`src/hw/rtl/mch_pkg.sv`:
```
`timescale 1ns / 1ps
`default_nettype none
// ----------------------------------------------------------------------------
// mch_pkg: shared types and constants for magnetometer calibration/heading
// Payload structs, gain table, CORDIC arctangent table, config indexes.
// ----------------------------------------------------------------------------
package mch_pkg;

  localparam int AngleIterations = 16;
  localparam int IterW = 5;

  localparam logic [1:0] REG_GAIN = 2'd0;
  localparam logic [1:0] REG_DECL = 2'd1;
  localparam logic [1:0] REG_CALN = 2'd2;

  typedef struct packed {
    logic signed [15:0] raw_x;
    logic signed [15:0] raw_y;
    logic signed [15:0] raw_z;
  } in_item_t;

  typedef struct packed {
    logic               kind;
    logic signed [19:0] field_x;
    logic signed [19:0] field_y;
    logic signed [19:0] field_z;
    logic        [15:0] heading_centideg;
    logic               degenerate_axis;
  } out_item_t;

  // front to back: classified job
  typedef struct packed {
    logic               calib;  // 1: finish calibration, 0: measure
    logic signed [15:0] raw_x;
    logic signed [15:0] raw_y;
    logic signed [15:0] raw_z;
    logic        [10:0] gain;
  } job_t;

  function automatic logic [10:0] gain_q8(input logic [2:0] c);
    case (c)
      3'd0: gain_q8 = 11'd187;
      3'd1: gain_q8 = 11'd236;
      3'd2: gain_q8 = 11'd312;
      3'd3: gain_q8 = 11'd389;
      3'd4: gain_q8 = 11'd581;
      3'd5: gain_q8 = 11'd655;
      3'd6: gain_q8 = 11'd776;
      default: gain_q8 = 11'd1114;
    endcase
  endfunction

  function automatic logic [28:0] atan_tab(input logic [IterW-1:0] i);
    case (i)
      5'd0: atan_tab = 29'd294912000;
      5'd1: atan_tab = 29'd174096719;
      5'd2: atan_tab = 29'd91987925;
      5'd3: atan_tab = 29'd46694507;
      5'd4: atan_tab = 29'd23437865;
      5'd5: atan_tab = 29'd11730358;
      5'd6: atan_tab = 29'd5866610;
      5'd7: atan_tab = 29'd2933484;
      5'd8: atan_tab = 29'd1466765;
      5'd9: atan_tab = 29'd733385;
      5'd10: atan_tab = 29'd366693;
      5'd11: atan_tab = 29'd183347;
      5'd12: atan_tab = 29'd91673;
      5'd13: atan_tab = 29'd45837;
      5'd14: atan_tab = 29'd22918;
      5'd15: atan_tab = 29'd11459;
      5'd16: atan_tab = 29'd5730;
      5'd17: atan_tab = 29'd2865;
      5'd18: atan_tab = 29'd1432;
      5'd19: atan_tab = 29'd716;
      5'd20: atan_tab = 29'd358;
      5'd21: atan_tab = 29'd179;
      5'd22: atan_tab = 29'd90;
      default: atan_tab = 29'd45;
    endcase
  endfunction

  typedef enum logic [3:0] {
    BK_IDLE, BK_CAL_SUM, BK_CAL_TOT, BK_CAL_SET, BK_CAL_DIV, BK_CAL_SCL, BK_CAL_DONE,
    BK_MUL1, BK_MUL2, BK_SAT, BK_VEC_INIT, BK_CORDIC, BK_HDG, BK_MOD, BK_OUT
  } bk_state_t;

endpackage
`default_nettype wire

```
`src/hw/rtl/mch_front.sv`:
```
`timescale 1ns / 1ps
`default_nettype none
// ----------------------------------------------------------------------------
// mch_front: input acceptance and classification
// Tracks min/max and sample count; decides calibration end; fills job queue.
// ----------------------------------------------------------------------------
module mch_front (
  input  wire logic              clk,
  input  wire logic              rst,
  input  wire logic              in_valid,
  output logic                   in_stall,
  input  wire mch_pkg::in_item_t in_data,
  input  wire logic [2:0]        gain_code,
  input  wire logic [15:0]       calib_samples,
  output logic                   job_valid,
  input  wire logic              job_take,
  output mch_pkg::job_t          job,
  output logic signed [15:0]     mn [3],
  output logic signed [15:0]     mx [3]
);
  import mch_pkg::*;

  logic        calibrated;
  logic [15:0] samples_seen;
  // two-entry queue
  job_t        q [2];
  job_t        in_job;
  logic        q_wr, q_rd;
  logic        wr_head;
  logic [1:0]  q_cnt;
  logic        accept;
  logic [15:0] seen_next, limit;
  logic signed [15:0] r [3];

  assign in_stall  = (q_cnt == 2'd2);
  assign accept    = in_valid && !in_stall;
  assign job_valid = (q_cnt != 2'd0);
  assign job       = q[0];
  assign q_rd      = job_take && job_valid;
  assign seen_next = (samples_seen == 16'hFFFF) ? samples_seen : samples_seen + 16'd1;
  assign limit     = (calib_samples == 16'd0) ? 16'd1 : calib_samples;
  assign r[0] = in_data.raw_x;
  assign r[1] = in_data.raw_y;
  assign r[2] = in_data.raw_z;
  assign q_wr = accept && (calibrated || seen_next >= limit);
  // new job lands in the head slot when the queue is empty after this edge's read
  assign wr_head = (q_cnt == 2'd0) || (q_cnt == 2'd1 && q_rd);
  assign in_job  = '{calib: !calibrated, raw_x: in_data.raw_x, raw_y: in_data.raw_y,
                     raw_z: in_data.raw_z, gain: gain_q8(gain_code)};

  always_ff @(posedge clk) begin
    if (rst) begin
      calibrated   <= 1'b0;
      samples_seen <= '0;
      q_cnt        <= '0;
      for (int a = 0; a < 3; a++) begin
        mn[a] <= 16'sd32767;
        mx[a] <= -16'sd32767;
      end
    end else begin
      if (accept && !calibrated) begin
        samples_seen <= seen_next;
        for (int a = 0; a < 3; a++) begin
          if (r[a] > mx[a]) mx[a] <= r[a];
          if (r[a] < mn[a]) mn[a] <= r[a];
        end
        if (seen_next >= limit) calibrated <= 1'b1;
      end
      q_cnt <= q_cnt + {1'b0, q_wr} - {1'b0, q_rd};
    end
  end

  always_ff @(posedge clk) begin
    if (q_wr && wr_head) q[0] <= in_job;
    else if (q_rd)       q[0] <= q[1];
    if (q_wr && !wr_head) q[1] <= in_job;
  end
endmodule
`default_nettype wire

```
`config.mk`:
```
export PLATFORM = sky130hd
export DESIGN_NAME = mch_front
export DESIGN_NICKNAME = d
export VERILOG_FILES = /design/src/hw/rtl/mch_pkg.sv /design/src/hw/rtl/mch_front.sv
export SDC_FILE = /design/constraint.sdc
export NUM_CORES = 1
export LEC_CHECK = 0
export BUFFER_PORTS_ARGS = -buffer_cell sky130_fd_sc_hd__buf_2
export CAP_MARGIN = 30
export CORE_MARGIN = 1.5
export CORE_UTILIZATION = 43
export DETAILED_ROUTE_END_ITERATION = 10
export PLACE_DENSITY = 0.72
export SYNTH_ARGS = -nofsm -noshare
export SYNTH_HDL_FRONTEND = slang
export SYNTH_SLANG_ARGS = --single-unit
```
`constraint.sdc`:
```
create_clock -name clk -period 10.4 [get_ports clk]
set_input_delay 1.04 -clock clk [delete_from_list [all_inputs] [get_ports clk]]
set_output_delay 1.04 -clock clk [all_outputs]
set_load 0.01 [all_outputs]
```
==> flow_summary.toml <==
[status]
status = "finished clean"

[die]
io_pins = 229
dieArea_um2 = 31500
start_util_pct = 43.9
core_area_um2 = 29800
rows = 63
die_h_um = 177
die_w_um = 177

[clock_tree]
clkTransAtPathRegs_ps = 70
numCtsBuffers = 27
tritoncts = "done"
cts.sinks = 235
clk_path_buf_depth = 3
post_cts.repair.setup_buffers = 0
insertion_delay_ps = 520
cts_max_level = 1
holdBufCountCts = 0
cts.repair.resized = 0
cts-root-buf = "clkbuf_16"

[layout]
final_area_um2 = 15000
n_antenna_cell = 0
fill_cells = 2694
syn2layout_area_growth_pct = 14.8
final_util_pct = 50.4
final_nets = 1586
layout-drive-gt1-share_pct = 24.9

[timing]
worstMarginPinSlew_ps = 969
setup_viol = 0
timing.setup.tns_ps = 0
fin_skew_ps = 9.29
fin_crit_sh_pct = 42.2
maxSlewViolCount = 0
holdWs_ps = 487
rsz0062_at_grt = "no"
max_freq_mhz = 228
relSlewSlack_pct = 35.4
final-hold-violation-count = 0
layout_setup_ws_ps = 6010
fin_crit_ps = 4390

[synthesis]
synth.cell_area_um2 = 13100
synth_nets = 1428
synth_top_area_share_pct = 27.5
synth_area_per_cell_um2 = 10.5
async_flop_share_pct = 0
synth_cell_types = 59
synthTopCellsByCount = "nor2_1 (146), inv_1 (125), edfxtp_1 (120)"
syn_inst = 1245
ys_top_cells_by_area = "edfxtp_1 (28%), dfxtp_1 (18%), ha_1 (11%)"
seq_area_frac_synth_pct = 45.1
synth-main-ff-cell = "edfxtp_1"
yosysMostFrequentCell = "nor2_1"
synth_edf_count = 120
ys_seq_elements = 235
ys_warn_count = 0
synth.largest_area_cell = "edfxtp_1"

[grt]
grt_pass1_wl_mm = 46.1
grt_overflow = 0
antenna_found_initial = 0
grt_pass1_vias = 8860
grt.total_usage_pct = 18.4
grt_start_max_net_pins = 113

[critical_path]
reg2regPathDepth = 14
end_kind = "flop"
crit_top_cell = "ha_1"
critPathRequiredTime_ps = 10550
cp_top_family = "simple AND/OR/NAND/NOR gates"
cp_data_arrival_time_ps = 4530
path_buf_inv = 1
slowest_stage = "buf_4"
max_stage_delay_ps = 690
timing.rr.start = "samples_seen[0]$_SDFFE_PP0P_"
crit_fanout = 52
worstReg2RegEnd = "q[0][33]$_DFFE_PP_"
path_cells = "ha_1, nand3_1, nor3_4, a21bo_2, nor2_1, xnor2_1, ha_1, nand2_1, nor4_1, a21oi_2, o31a_1, nand2b_1, o21bai_4, buf_4"
crit_type = "flop to flop"
worst_setup_path_start_kind = "flop"
reg2reg_slack_ps = 6010

[min_path]
min_from = "mx[11]$_SDFFE_PP0P_"
hp-class = "flop to flop"
min_to = "mx[11]$_SDFFE_PP0P_"
hold_depth = 2

[placement]
pre_cts_ws_ps = 5980
placed_area_um2 = 14000
numPortBuffers = 228
finalWeightedCongestion = 0.853
dp_hpwl_mm = 21.0

[detailed_routing]
drtIter0Drc = 411
ant_nets = 0
route.vias.total = 9190
vias_per_cell = 5.07
drtPass1Iterations = 5
drt-total-wl_mm = 29.6
post_drt_wl_per_cell_um = 16.3
drc = 0

[power]
p_int_w = 0.00219
power_frac_comb_pct = 28.1
leakagePower_nw = 6.50
power_density_nw_per_um2 = 211
pwr-share-clk_pct = 33.0
p_seq_share_pct = 38.9
peakVddDrop_mv = 0.110
p_sw_w = 0.000979
switching_share_pct = 30.8

[run]
maxCapViolations = 0
[metal layers]
metal	GRT usage (%)	vias up	wire length, um
li1	-	4545	-
met1	23.7	4390	13300
met2	31.2	214	14100
met3	3.66	41	1600
met4	4.87	0	538
met5	0	-	0
[worst max path at each step]
stage | slack, ps | endpoint | cells after the start | from
floorplan | 2810 | q[0][100]$_DFFE_PP_ | 13 | samples_seen[0]$_SDFFE_PP0P_
global placement | 6040 | q[0][38]$_DFFE_PP_ | 11 | calib_samples[8]
detailed placement | 5980 | q[0][45]$_DFFE_PP_ | 11 | calib_samples[8]
CTS | 5990 | q[0][35]$_DFFE_PP_ | 14 | samples_seen[0]$_SDFFE_PP0P_
global route | 5750 | q[0][35]$_DFFE_PP_ | 14 | samples_seen[0]$_SDFFE_PP0P_
finish | 6010 | q[0][33]$_DFFE_PP_ | 14 | samples_seen[0]$_SDFFE_PP0P_
[flip-flops by register name (all words and copies together) (netlist names)]
register and count:
calibrated 1, samples_seen 16, mn 48, q_cnt 2
q 120, mx 48
[tightest hold or removal path, stage by stage (launching register included)]
cell and delay (ps):
dfxtp_1 320, nand2b_1 70, mux2i_1 60
[power by group through the flow]
stage          logic [W]  clock network [W]  registers (W)
2_1_floorplan   0.000668                  0        0.00127
6_report        0.000892            0.00105        0.00123
4_1_cts         0.000905            0.00107        0.00124
3_3_place_gp    0.000870                  0        0.00125
3_5_place_dp    0.000900                  0        0.00125
5_1_grt         0.000989            0.00111        0.00125
[stage by stage]
step,std cells,power (W)
6_report,1813,0.00317
5_1_grt,1813,0.00335
4_1_cts,1813,0.00321
3_5_place_dp,1764,0.00215
3_3_place_gp,1764,0.00212
2_1_floorplan,1245,0.00194
[area by class of cell]
type | instances | area (um2) | share of cell area [%]
multi-input combinational | 779 | 5980 | 39.8
sequential | 235 | 5910 | 39.3
clock buffer | 32 | 724 | 4.82
tap | 390 | 488 | 3.25
timing repair buffer | 235 | 1200 | 7.96
clock inverter | 17 | 259 | 1.72
inverter | 125 | 469 | 3.12
[cells by family after synthesis]
group	Yosys count	synth area share, %
AO/OA/AOI/OAI	113	5.82
AND/OR/NAND/NOR	368	14.2
XOR/XNOR	22	1.47
multiplexers	164	13.3
buffers and inverters	231	9.32
flip-flops	235	45.1
adder cells (fa/ha/maj)	112	10.7
[cell usage in the layout (no fill, tap or decap), types with 8 or more instances in the layout]
| master | instances |
|---|---|
| buf_2 | 227 |
| nor2_1 | 146 |
| inv_1 | 125 |
| edfxtp_1 | 120 |
| dfxtp_1 | 115 |
| ha_1 | 112 |
| nand2b_1 | 99 |
| mux2i_1 | 97 |
| mux2_2 | 58 |
| a21oi_1 | 44 |
| nand2_1 | 43 |
| clkbuf_16 | 27 |
| o21ai_0 | 17 |
| nand4_1 | 16 |
| nand3_1 | 14 |
| nor3_1 | 13 |
| xnor2_1 | 13 |
| a211oi_1 | 10 |
| xor2_1 | 9 |
| buf_4 | 8 |
No activity file was read; power rests on OpenSTA's default activity.
