**config.mk**
```make
export PLATFORM = sky130hd
export DESIGN_NAME = mch_back
export DESIGN_NICKNAME = d
export VERILOG_FILES = /design/src/hw/rtl/mch_pkg.sv /design/src/hw/rtl/mch_back.sv
export SDC_FILE = /design/constraint.sdc
export NUM_CORES = 2
export LEC_CHECK = 0
export BUFFER_PORTS_ARGS = -buffer_cell sky130_fd_sc_hd__buf_2
export CORE_MARGIN = 1.5
export CORE_UTILIZATION = 25
export DETAILED_ROUTE_END_ITERATION = 16
export SKIP_CTS_REPAIR_TIMING = 1
export SYNTH_ARGS = -nofsm -noshare
export SYNTH_HDL_FRONTEND = slang
export SYNTH_SLANG_ARGS = --single-unit
export TNS_END_PERCENT = 30
```
**constraint.sdc**
```tcl
create_clock -name clk -period 10.9 [get_ports clk]
set_input_delay 3.27 -clock clk [delete_from_list [all_inputs] [get_ports clk]]
set_output_delay 3.27 -clock clk [all_outputs]
set_load 0.03 [all_outputs]
```
**src/hw/rtl/mch_pkg.sv**
```systemverilog
`timescale 1ns / 1ps
`default_nettype none
// ----------------------------------------------------------------------------
// mch_pkg: shared types and constants for magnetometer calibration/heading
// Payload structs, gain table, CORDIC arctangent table, config indexes.
// ----------------------------------------------------------------------------
package mch_pkg;

  localparam int AngleIterations = 16;
  localparam int IterW = 5;

  localparam logic [1:0] REG_GAIN = 2'd0;
  localparam logic [1:0] REG_DECL = 2'd1;
  localparam logic [1:0] REG_CALN = 2'd2;

  typedef struct packed {
    logic signed [15:0] raw_x;
    logic signed [15:0] raw_y;
    logic signed [15:0] raw_z;
  } in_item_t;

  typedef struct packed {
    logic               kind;
    logic signed [19:0] field_x;
    logic signed [19:0] field_y;
    logic signed [19:0] field_z;
    logic        [15:0] heading_centideg;
    logic               degenerate_axis;
  } out_item_t;

  // front to back: classified job
  typedef struct packed {
    logic               calib;  // 1: finish calibration, 0: measure
    logic signed [15:0] raw_x;
    logic signed [15:0] raw_y;
    logic signed [15:0] raw_z;
    logic        [10:0] gain;
  } job_t;

  function automatic logic [10:0] gain_q8(input logic [2:0] c);
    case (c)
      3'd0: gain_q8 = 11'd187;
      3'd1: gain_q8 = 11'd236;
      3'd2: gain_q8 = 11'd312;
      3'd3: gain_q8 = 11'd389;
      3'd4: gain_q8 = 11'd581;
      3'd5: gain_q8 = 11'd655;
      3'd6: gain_q8 = 11'd776;
      default: gain_q8 = 11'd1114;
    endcase
  endfunction

  function automatic logic [28:0] atan_tab(input logic [IterW-1:0] i);
    case (i)
      5'd0: atan_tab = 29'd294912000;
      5'd1: atan_tab = 29'd174096719;
      5'd2: atan_tab = 29'd91987925;
      5'd3: atan_tab = 29'd46694507;
      5'd4: atan_tab = 29'd23437865;
      5'd5: atan_tab = 29'd11730358;
      5'd6: atan_tab = 29'd5866610;
      5'd7: atan_tab = 29'd2933484;
      5'd8: atan_tab = 29'd1466765;
      5'd9: atan_tab = 29'd733385;
      5'd10: atan_tab = 29'd366693;
      5'd11: atan_tab = 29'd183347;
      5'd12: atan_tab = 29'd91673;
      5'd13: atan_tab = 29'd45837;
      5'd14: atan_tab = 29'd22918;
      5'd15: atan_tab = 29'd11459;
      5'd16: atan_tab = 29'd5730;
      5'd17: atan_tab = 29'd2865;
      5'd18: atan_tab = 29'd1432;
      5'd19: atan_tab = 29'd716;
      5'd20: atan_tab = 29'd358;
      5'd21: atan_tab = 29'd179;
      5'd22: atan_tab = 29'd90;
      default: atan_tab = 29'd45;
    endcase
  endfunction

  typedef enum logic [3:0] {
    BK_IDLE, BK_CAL_SUM, BK_CAL_TOT, BK_CAL_SET, BK_CAL_DIV, BK_CAL_SCL, BK_CAL_DONE,
    BK_MUL1, BK_MUL2, BK_SAT, BK_VEC_INIT, BK_CORDIC, BK_HDG, BK_MOD, BK_OUT
  } bk_state_t;

endpackage
`default_nettype wire

```
**src/hw/rtl/mch_back.sv**
```systemverilog
`timescale 1ns / 1ps
`default_nettype none
// ----------------------------------------------------------------------------
// mch_back: calibration math and corrected measurement with heading
// Shared restoring divider for scales, per-axis multiply, serial CORDIC.
// ----------------------------------------------------------------------------
module mch_back (
  input  wire logic              clk,
  input  wire logic              rst,
  input  wire logic              job_valid,
  output logic                   job_take,
  input  wire mch_pkg::job_t     job,
  input  wire logic signed [15:0] mn [3],
  input  wire logic signed [15:0] mx [3],
  input  wire logic signed [15:0] declination_centideg,
  output logic                   out_valid,
  input  wire logic              out_stall,
  output mch_pkg::out_item_t     out_data
);
  import mch_pkg::*;

  bk_state_t st, st_next;
  job_t      cur;
  logic [1:0] ax;
  logic [5:0] bit_i;
  logic [IterW-1:0] it;

  logic signed [19:0] hoff [3];
  logic [15:0]        scl  [3];
  logic               degen;
  logic [16:0]        rng  [3];
  logic [17:0]        sum;

  // divider: q = (sum*32768 + 3r) / (6r), 33 quotient bits
  logic [32:0] dnum;
  logic [18:0] drem;
  logic [32:0] dquo;
  logic [18:0] dden;
  logic [20:0] trial;

  logic signed [15:0] rawsel;
  logic signed [28:0] mulraw;
  logic signed [28:0] dprod;       // raw*gain - off*256
  logic signed [45:0] mprod;
  logic signed [45:0] rnd;
  logic signed [19:0] fld [3];

  logic signed [45:0] cx, cy, sx, sy;
  logic signed [31:0] cz, at;
  logic signed [31:0] cd;
  logic signed [31:0] tot;

  logic signed [16:0] s2;
  logic signed [28:0] s2g;
  logic signed [28:0] hsum;

  always_ff @(posedge clk) begin
    if (rst) st <= BK_IDLE;
    else     st <= st_next;
  end

  always_comb begin
    st_next  = st;
    job_take = 1'b0;
    case (st)
      BK_IDLE: if (job_valid) begin
        job_take = 1'b1;
        st_next  = job.calib ? BK_CAL_SUM : BK_MUL1;
      end
      BK_CAL_SUM:  st_next = BK_CAL_TOT;
      BK_CAL_TOT:  st_next = BK_CAL_SET;
      BK_CAL_SET:  st_next = BK_CAL_DIV;
      BK_CAL_DIV:  if (bit_i == 6'd32) st_next = BK_CAL_SCL;
      BK_CAL_SCL:  st_next = (ax == 2'd2) ? BK_CAL_DONE : BK_CAL_SET;
      BK_CAL_DONE: st_next = BK_OUT;
      BK_MUL1:     st_next = BK_MUL2;
      BK_MUL2:     st_next = BK_SAT;
      BK_SAT:      st_next = (ax == 2'd2) ? BK_VEC_INIT : BK_MUL1;
      // zero x/y vector: angle is zero, no rotation
      BK_VEC_INIT: st_next = (fld[0] == 20'sd0 && fld[1] == 20'sd0) ? BK_HDG : BK_CORDIC;
      BK_CORDIC:   if (it == IterW'(AngleIterations - 1)) st_next = BK_HDG;
      BK_HDG:      st_next = BK_MOD;
      BK_MOD:      if (!tot[31] && tot < 32'sd36000) st_next = BK_OUT;
      BK_OUT:      if (!out_stall) st_next = BK_IDLE;
      default:     st_next = BK_IDLE;
    endcase
  end

  assign out_valid = (st == BK_OUT);
  assign rawsel = (ax == 2'd0) ? cur.raw_x : (ax == 2'd1) ? cur.raw_y : cur.raw_z;
  assign mulraw = 29'(rawsel) * $signed({1'b0, cur.gain});
  assign s2    = 17'(mx[ax]) + 17'(mn[ax]);
  assign s2g   = 29'(s2) * $signed({1'b0, cur.gain});
  assign hsum  = (s2g + 29'sd256) >>> 9;
  assign trial = {1'b0, drem, dnum[32]} - {2'b00, dden};
  assign rnd   = (mprod + 46'sd2097152) >>> 22;
  assign sx    = cy >>> it;
  assign sy    = cx >>> it;
  assign at    = $signed({3'b000, atan_tab(it)});
  assign cd    = (cz + 32'sd32768) >>> 16;

  always_ff @(posedge clk) begin
    if (rst) begin
      degen <= 1'b0;
    end else if (st == BK_CAL_SCL && rng[ax] == 17'd0) begin
      degen <= 1'b1;
    end
  end

  always_ff @(posedge clk) begin
    case (st)
      BK_IDLE: begin
        cur <= job;
        ax  <= '0;
      end
      BK_CAL_SUM: begin
        for (int a = 0; a < 3; a++)
          rng[a] <= (mx[a] < mn[a]) ? 17'd0 : 17'(18'(mx[a]) - 18'(mn[a]));
      end
      BK_CAL_TOT: begin
        sum <= 18'(rng[0]) + 18'(rng[1]) + 18'(rng[2]);
      end
      BK_CAL_SET: begin
        if (hsum > 29'sd524287)       hoff[ax] <= 20'sd524287;
        else if (hsum < -29'sd524288) hoff[ax] <= -20'sd524288;
        else                          hoff[ax] <= hsum[19:0];
        dnum  <= {sum, 15'd0} + 33'(rng[ax]) * 33'd3;
        dden  <= 19'(rng[ax]) * 19'd6;
        drem  <= '0;
        dquo  <= '0;
        bit_i <= '0;
      end
      BK_CAL_DIV: begin
        if (!trial[20]) begin
          drem <= trial[18:0];
          dquo <= {dquo[31:0], 1'b1};
        end else begin
          drem <= {drem[17:0], dnum[32]};
          dquo <= {dquo[31:0], 1'b0};
        end
        dnum  <= {dnum[31:0], 1'b0};
        bit_i <= bit_i + 6'd1;
      end
      BK_CAL_SCL: begin
        if (rng[ax] == 17'd0)          scl[ax] <= 16'd16384;
        else if (dquo[32:16] != 17'd0) scl[ax] <= 16'hFFFF;
        else                           scl[ax] <= dquo[15:0];
        ax <= ax + 2'd1;
      end
      BK_CAL_DONE: begin
        out_data <= '{kind: 1'b0, field_x: hoff[0], field_y: hoff[1], field_z: hoff[2],
                      heading_centideg: 16'd0, degenerate_axis: degen};
      end
      BK_MUL1: begin
        dprod <= mulraw - (29'(hoff[ax]) <<< 8);
      end
      BK_MUL2: begin
        mprod <= 46'(dprod) * $signed({1'b0, scl[ax]});
      end
      BK_SAT: begin
        if (rnd > 46'sd524287)       fld[ax] <= 20'sd524287;
        else if (rnd < -46'sd524288) fld[ax] <= -20'sd524288;
        else                         fld[ax] <= rnd[19:0];
        ax <= ax + 2'd1;
      end
      BK_VEC_INIT: begin
        // left half plane turned by 180 degrees
        cx <= (fld[0][19] ? -46'(fld[0]) : 46'(fld[0])) <<< 24;
        cy <= (fld[0][19] ? -46'(fld[1]) : 46'(fld[1])) <<< 24;
        cz <= fld[0][19] ? 32'sd1179648000 : 32'sd0;
        it <= '0;
      end
      BK_CORDIC: begin
        if (!cy[45]) begin
          cx <= cx + sx;
          cy <= cy - sy;
          cz <= cz + at;
        end else begin
          cx <= cx - sx;
          cy <= cy + sy;
          cz <= cz - at;
        end
        it <= it + IterW'(1);
      end
      BK_HDG: begin
        tot <= cd + 32'(declination_centideg);
      end
      BK_MOD: begin
        if (tot[31])                tot <= tot + 32'sd36000;
        else if (tot >= 32'sd36000) tot <= tot - 32'sd36000;
        else
          out_data <= '{kind: 1'b1, field_x: fld[0], field_y: fld[1], field_z: fld[2],
                        heading_centideg: tot[15:0], degenerate_axis: degen};
      end
      default: ;
    endcase
  end

endmodule
`default_nettype wire
```
==> flow_metrics.env <==
export IMPL_cts_max_level=3
export IMPL_num_rows=214
export IMPL_hold_viol=0
export IMPL_max_freq_ghz=0.0956
export IMPL_wl_um=258000
export IMPL_drv_cap=0
export IMPL_hold_class="flip-flop to flip-flop"
export IMPL_worstPathRequired_ns=11.32
export IMPL_cts_sinks=756
export IMPL_tightestPinTransition_ns=1.27
export IMPL_drive_gt1_frac=0.105
export IMPL_slew_viol_final=0
export IMPL_drt_iter0_markers=5768
export IMPL_cp_max_fo=4
export IMPL_drtPass1Iterations=7
export IMPL_initial_core_util=0.251
export IMPL_synth_main_ff_cell="edfxtp_1"
export IMPL_report_final_setup_viol=0
export IMPL_synth_avg_cell_area_um2=9.55
export IMPL_wl_per_cell_um=18.8
export IMPL_grt_pass1_wl_um=396000
export IMPL_root_buffer="clkbuf_16"
export IMPL_cp_start_kind="primary input"
export IMPL_antenna_found_initial=20
export IMPL_fin_crit_sh=0.959
export IMPL_synth_edf_count=720
export IMPL_clk_path_buf_depth=3
export IMPL_area_growth_pct=12.5
export IMPL_fin_skew_ns=0.0551
export IMPL_die_w_um=586
export IMPL_die_h_um=586
export IMPL_die_area_um2=344000
export IMPL_dp_hpwl_um=206000
export IMPL_cpPeakStageDelay_ns=0.53
export IMPL_end_kind="flip-flop"
export IMPL_cts_made_buffers=91
export IMPL_gp_congestion=0.952
export IMPL_synthArstFlopShare=0
export IMPL_critical_path_slowest_cell="fa_1"
export IMPL_grt_usage=0.149
export IMPL_status="finished clean"
export IMPL_clk_latency_ns=0.76
export IMPL_ant_nets=0
export IMPL_synth_top_area_cell="edfxtp_1"
export IMPL_ys_ff_latch=756
export IMPL_dp_slack_ns=-0.573
export IMPL_vias=65300
export IMPL_core_area_um2=339000
export IMPL_yosysWarnings=0
export IMPL_grt_pass1_vias=64700
export IMPL_critical_path_arrival_ns=10.88
export IMPL_viasPerCell=4.76
export IMPL_io_buffers=255
export IMPL_syn_inst=8909
export IMPL_drc=0
export IMPL_crit_type="primary input to flip-flop"
export IMPL_grt_max_degree=105
export IMPL_synth_fp_nets=10500
export IMPL_io_pins=256
export IMPL_netlist_area_um2=85100
export IMPL_nets=10700
export IMPL_overflow=0
export IMPL_synth_top_cell_area_share=0.254
export IMPL_synth_area_leaders="edfxtp_1, fa_1, ha_1, inv_1, nand2_1"
export IMPL_path_clk_slew_ns=0.06
export IMPL_seq_area_frac_synth=0.263
export IMPL_antenna_cells=0
export IMPL_fin_ws_ns=0.442
export IMPL_synth_distinct_cells=100
export IMPL_cts_tree="done"
export IMPL_slew_headroom=0.149
export IMPL_nFillCells=35800
export IMPL_fin_crit_ns=10.46
## layer usage
| layer | wire (um) | vias up | GRT usage |
|---|---|---|---|
| met5 | 46 | - | 0 |
| met4 | 7040 | 6 | 0.0386 |
| met3 | 16100 | 347 | 0.0200 |
| met2 | 122000 | 2129 | 0.249 |
| met1 | 113000 | 32200 | 0.200 |
| li1 | - | 30600 | - |
## path summary, 6_finish.rpt
check | startpoint | endpoint | slack, ns | depth (start not counted)
hold reg to reg | degen | out_data[0] | 0.50 | 0
hold / removal | degen | out_data[0] | 0.50 | 0
setup / recovery | mn[16] | hoff[3][18] | 0.44 | 37
setup reg to reg | flip-flop | mprod[45] | 1.65 | 25
## Yosys cell counts (17+ instances only)
cell      number
a31oi_1       58
nor2_1       471
o21a_1        84
inv_1       1161
buf_2         21
mux2i_1      222
o21bai_1      26
o21ai_0      365
a211oi_1      56
buf_1         37
a311oi_1      17
xnor2_1      318
a22oi_1       30
o41ai_1       17
nor2b_1      230
clkbuf_1     347
nor4_1        35
nand3_1      143
buf_6         21
a221oi_1      19
or2_2         24
o22ai_1       26
o31ai_1       35
nand2_1     1081
ha_1         554
fa_1         841
mux4_2       118
nand2b_1      95
nor3b_1       20
dfxtp_1       36
and2_1       254
and3_1       103
a21o_1       107
or3_1         47
o211ai_1      64
xor2_1       180
nor3_1       159
o221ai_1      17
edfxtp_1     720
a21oi_1      394
a21boi_0      32
mux2_2        51
nand4_1       42
## final cells by class
type | count | area, um^2 | area share
Multi-Input combinational cell | 6549 | 56800 | 0.594
Tap cell | 4536 | 5680 | 0.0593
Clock inverter | 61 | 653 | 0.00683
Inverter | 1166 | 4380 | 0.0458
Sequential cell | 756 | 22300 | 0.234
Clock buffer | 109 | 2410 | 0.0252
Timing Repair Buffer | 532 | 3390 | 0.0355
## cell usage in the layout (no fill, tap or decap), types with 228 or more instances in the layout
cell type and count:
inv_1 1157, nand2_1 1079, fa_1 840, edfxtp_1 720
ha_1 552, nor2_1 464, a21oi_1 386, o21ai_0 348
xnor2_1 316, buf_4 274, buf_2 255, and2_1 254
nor2b_1 228
## state kept, by name (all words and copies together) (netlist names), named ones only
| name | flops |
|---|---|
| at | 29 |
| ax | 2 |
| bit_i | 6 |
| cur | 59 |
| cx | 46 |
| cy | 46 |
| cz | 32 |
| dden | 18 |
| degen | 1 |
| dnum | 33 |
| dprod | 29 |
| dquo | 33 |
| drem | 19 |
| fld | 60 |
| hoff | 80 |
| it | 5 |
| mprod | 25 |
| out_data | 78 |
| rng | 51 |
| scl | 48 |
| st | 4 |
| sum | 18 |
| tot | 32 |
## worst max-delay path: cells and delay by family
| family | cells | cell delay, ns |
|---|---|---|
| AOI/OAI and AO/OA | 15 | 2.90 |
| adders and majority gates | 8 | 3.15 |
| buffers and inverters | 7 | 0.52 |
| muxes | 1 | 0.06 |
| and+or+nand+nor | 6 | 0.94 |
## kinds of logic after synthesis
family | count (synthesis) | share of synthesized area
buffers and inverters | 1604 | 0.0736
adder cells (fa/ha/maj) | 1395 | 0.279
flip-flops | 756 | 0.263
multiplexers | 397 | 0.0653
AND/OR/NAND/NOR | 2762 | 0.155
AO/OA/AOI/OAI | 1497 | 0.113
XOR/XNOR | 498 | 0.0513
## metrics by stage
stage | setup TNS (ns) | cells | area (um^2) | util | hold slack [ns]
floorplan | 0 | 8909 | 85200 | - | 0.409
global placement | -14.39 | 13500 | 92600 | 0.273 | 0.495
detailed placement | -17.51 | 13500 | 92600 | 0.273 | 0.499
CTS | 0 | 13700 | 95600 | 0.282 | 0.523
global route | -0.0122 | 13700 | 95700 | 0.282 | 0.532
finish | 0 | 13700 | 95700 | 0.282 | 0.499
Power is not shown: default switching activity piles up to over one toggle a cycle in this logic, so the estimate is an artifact.
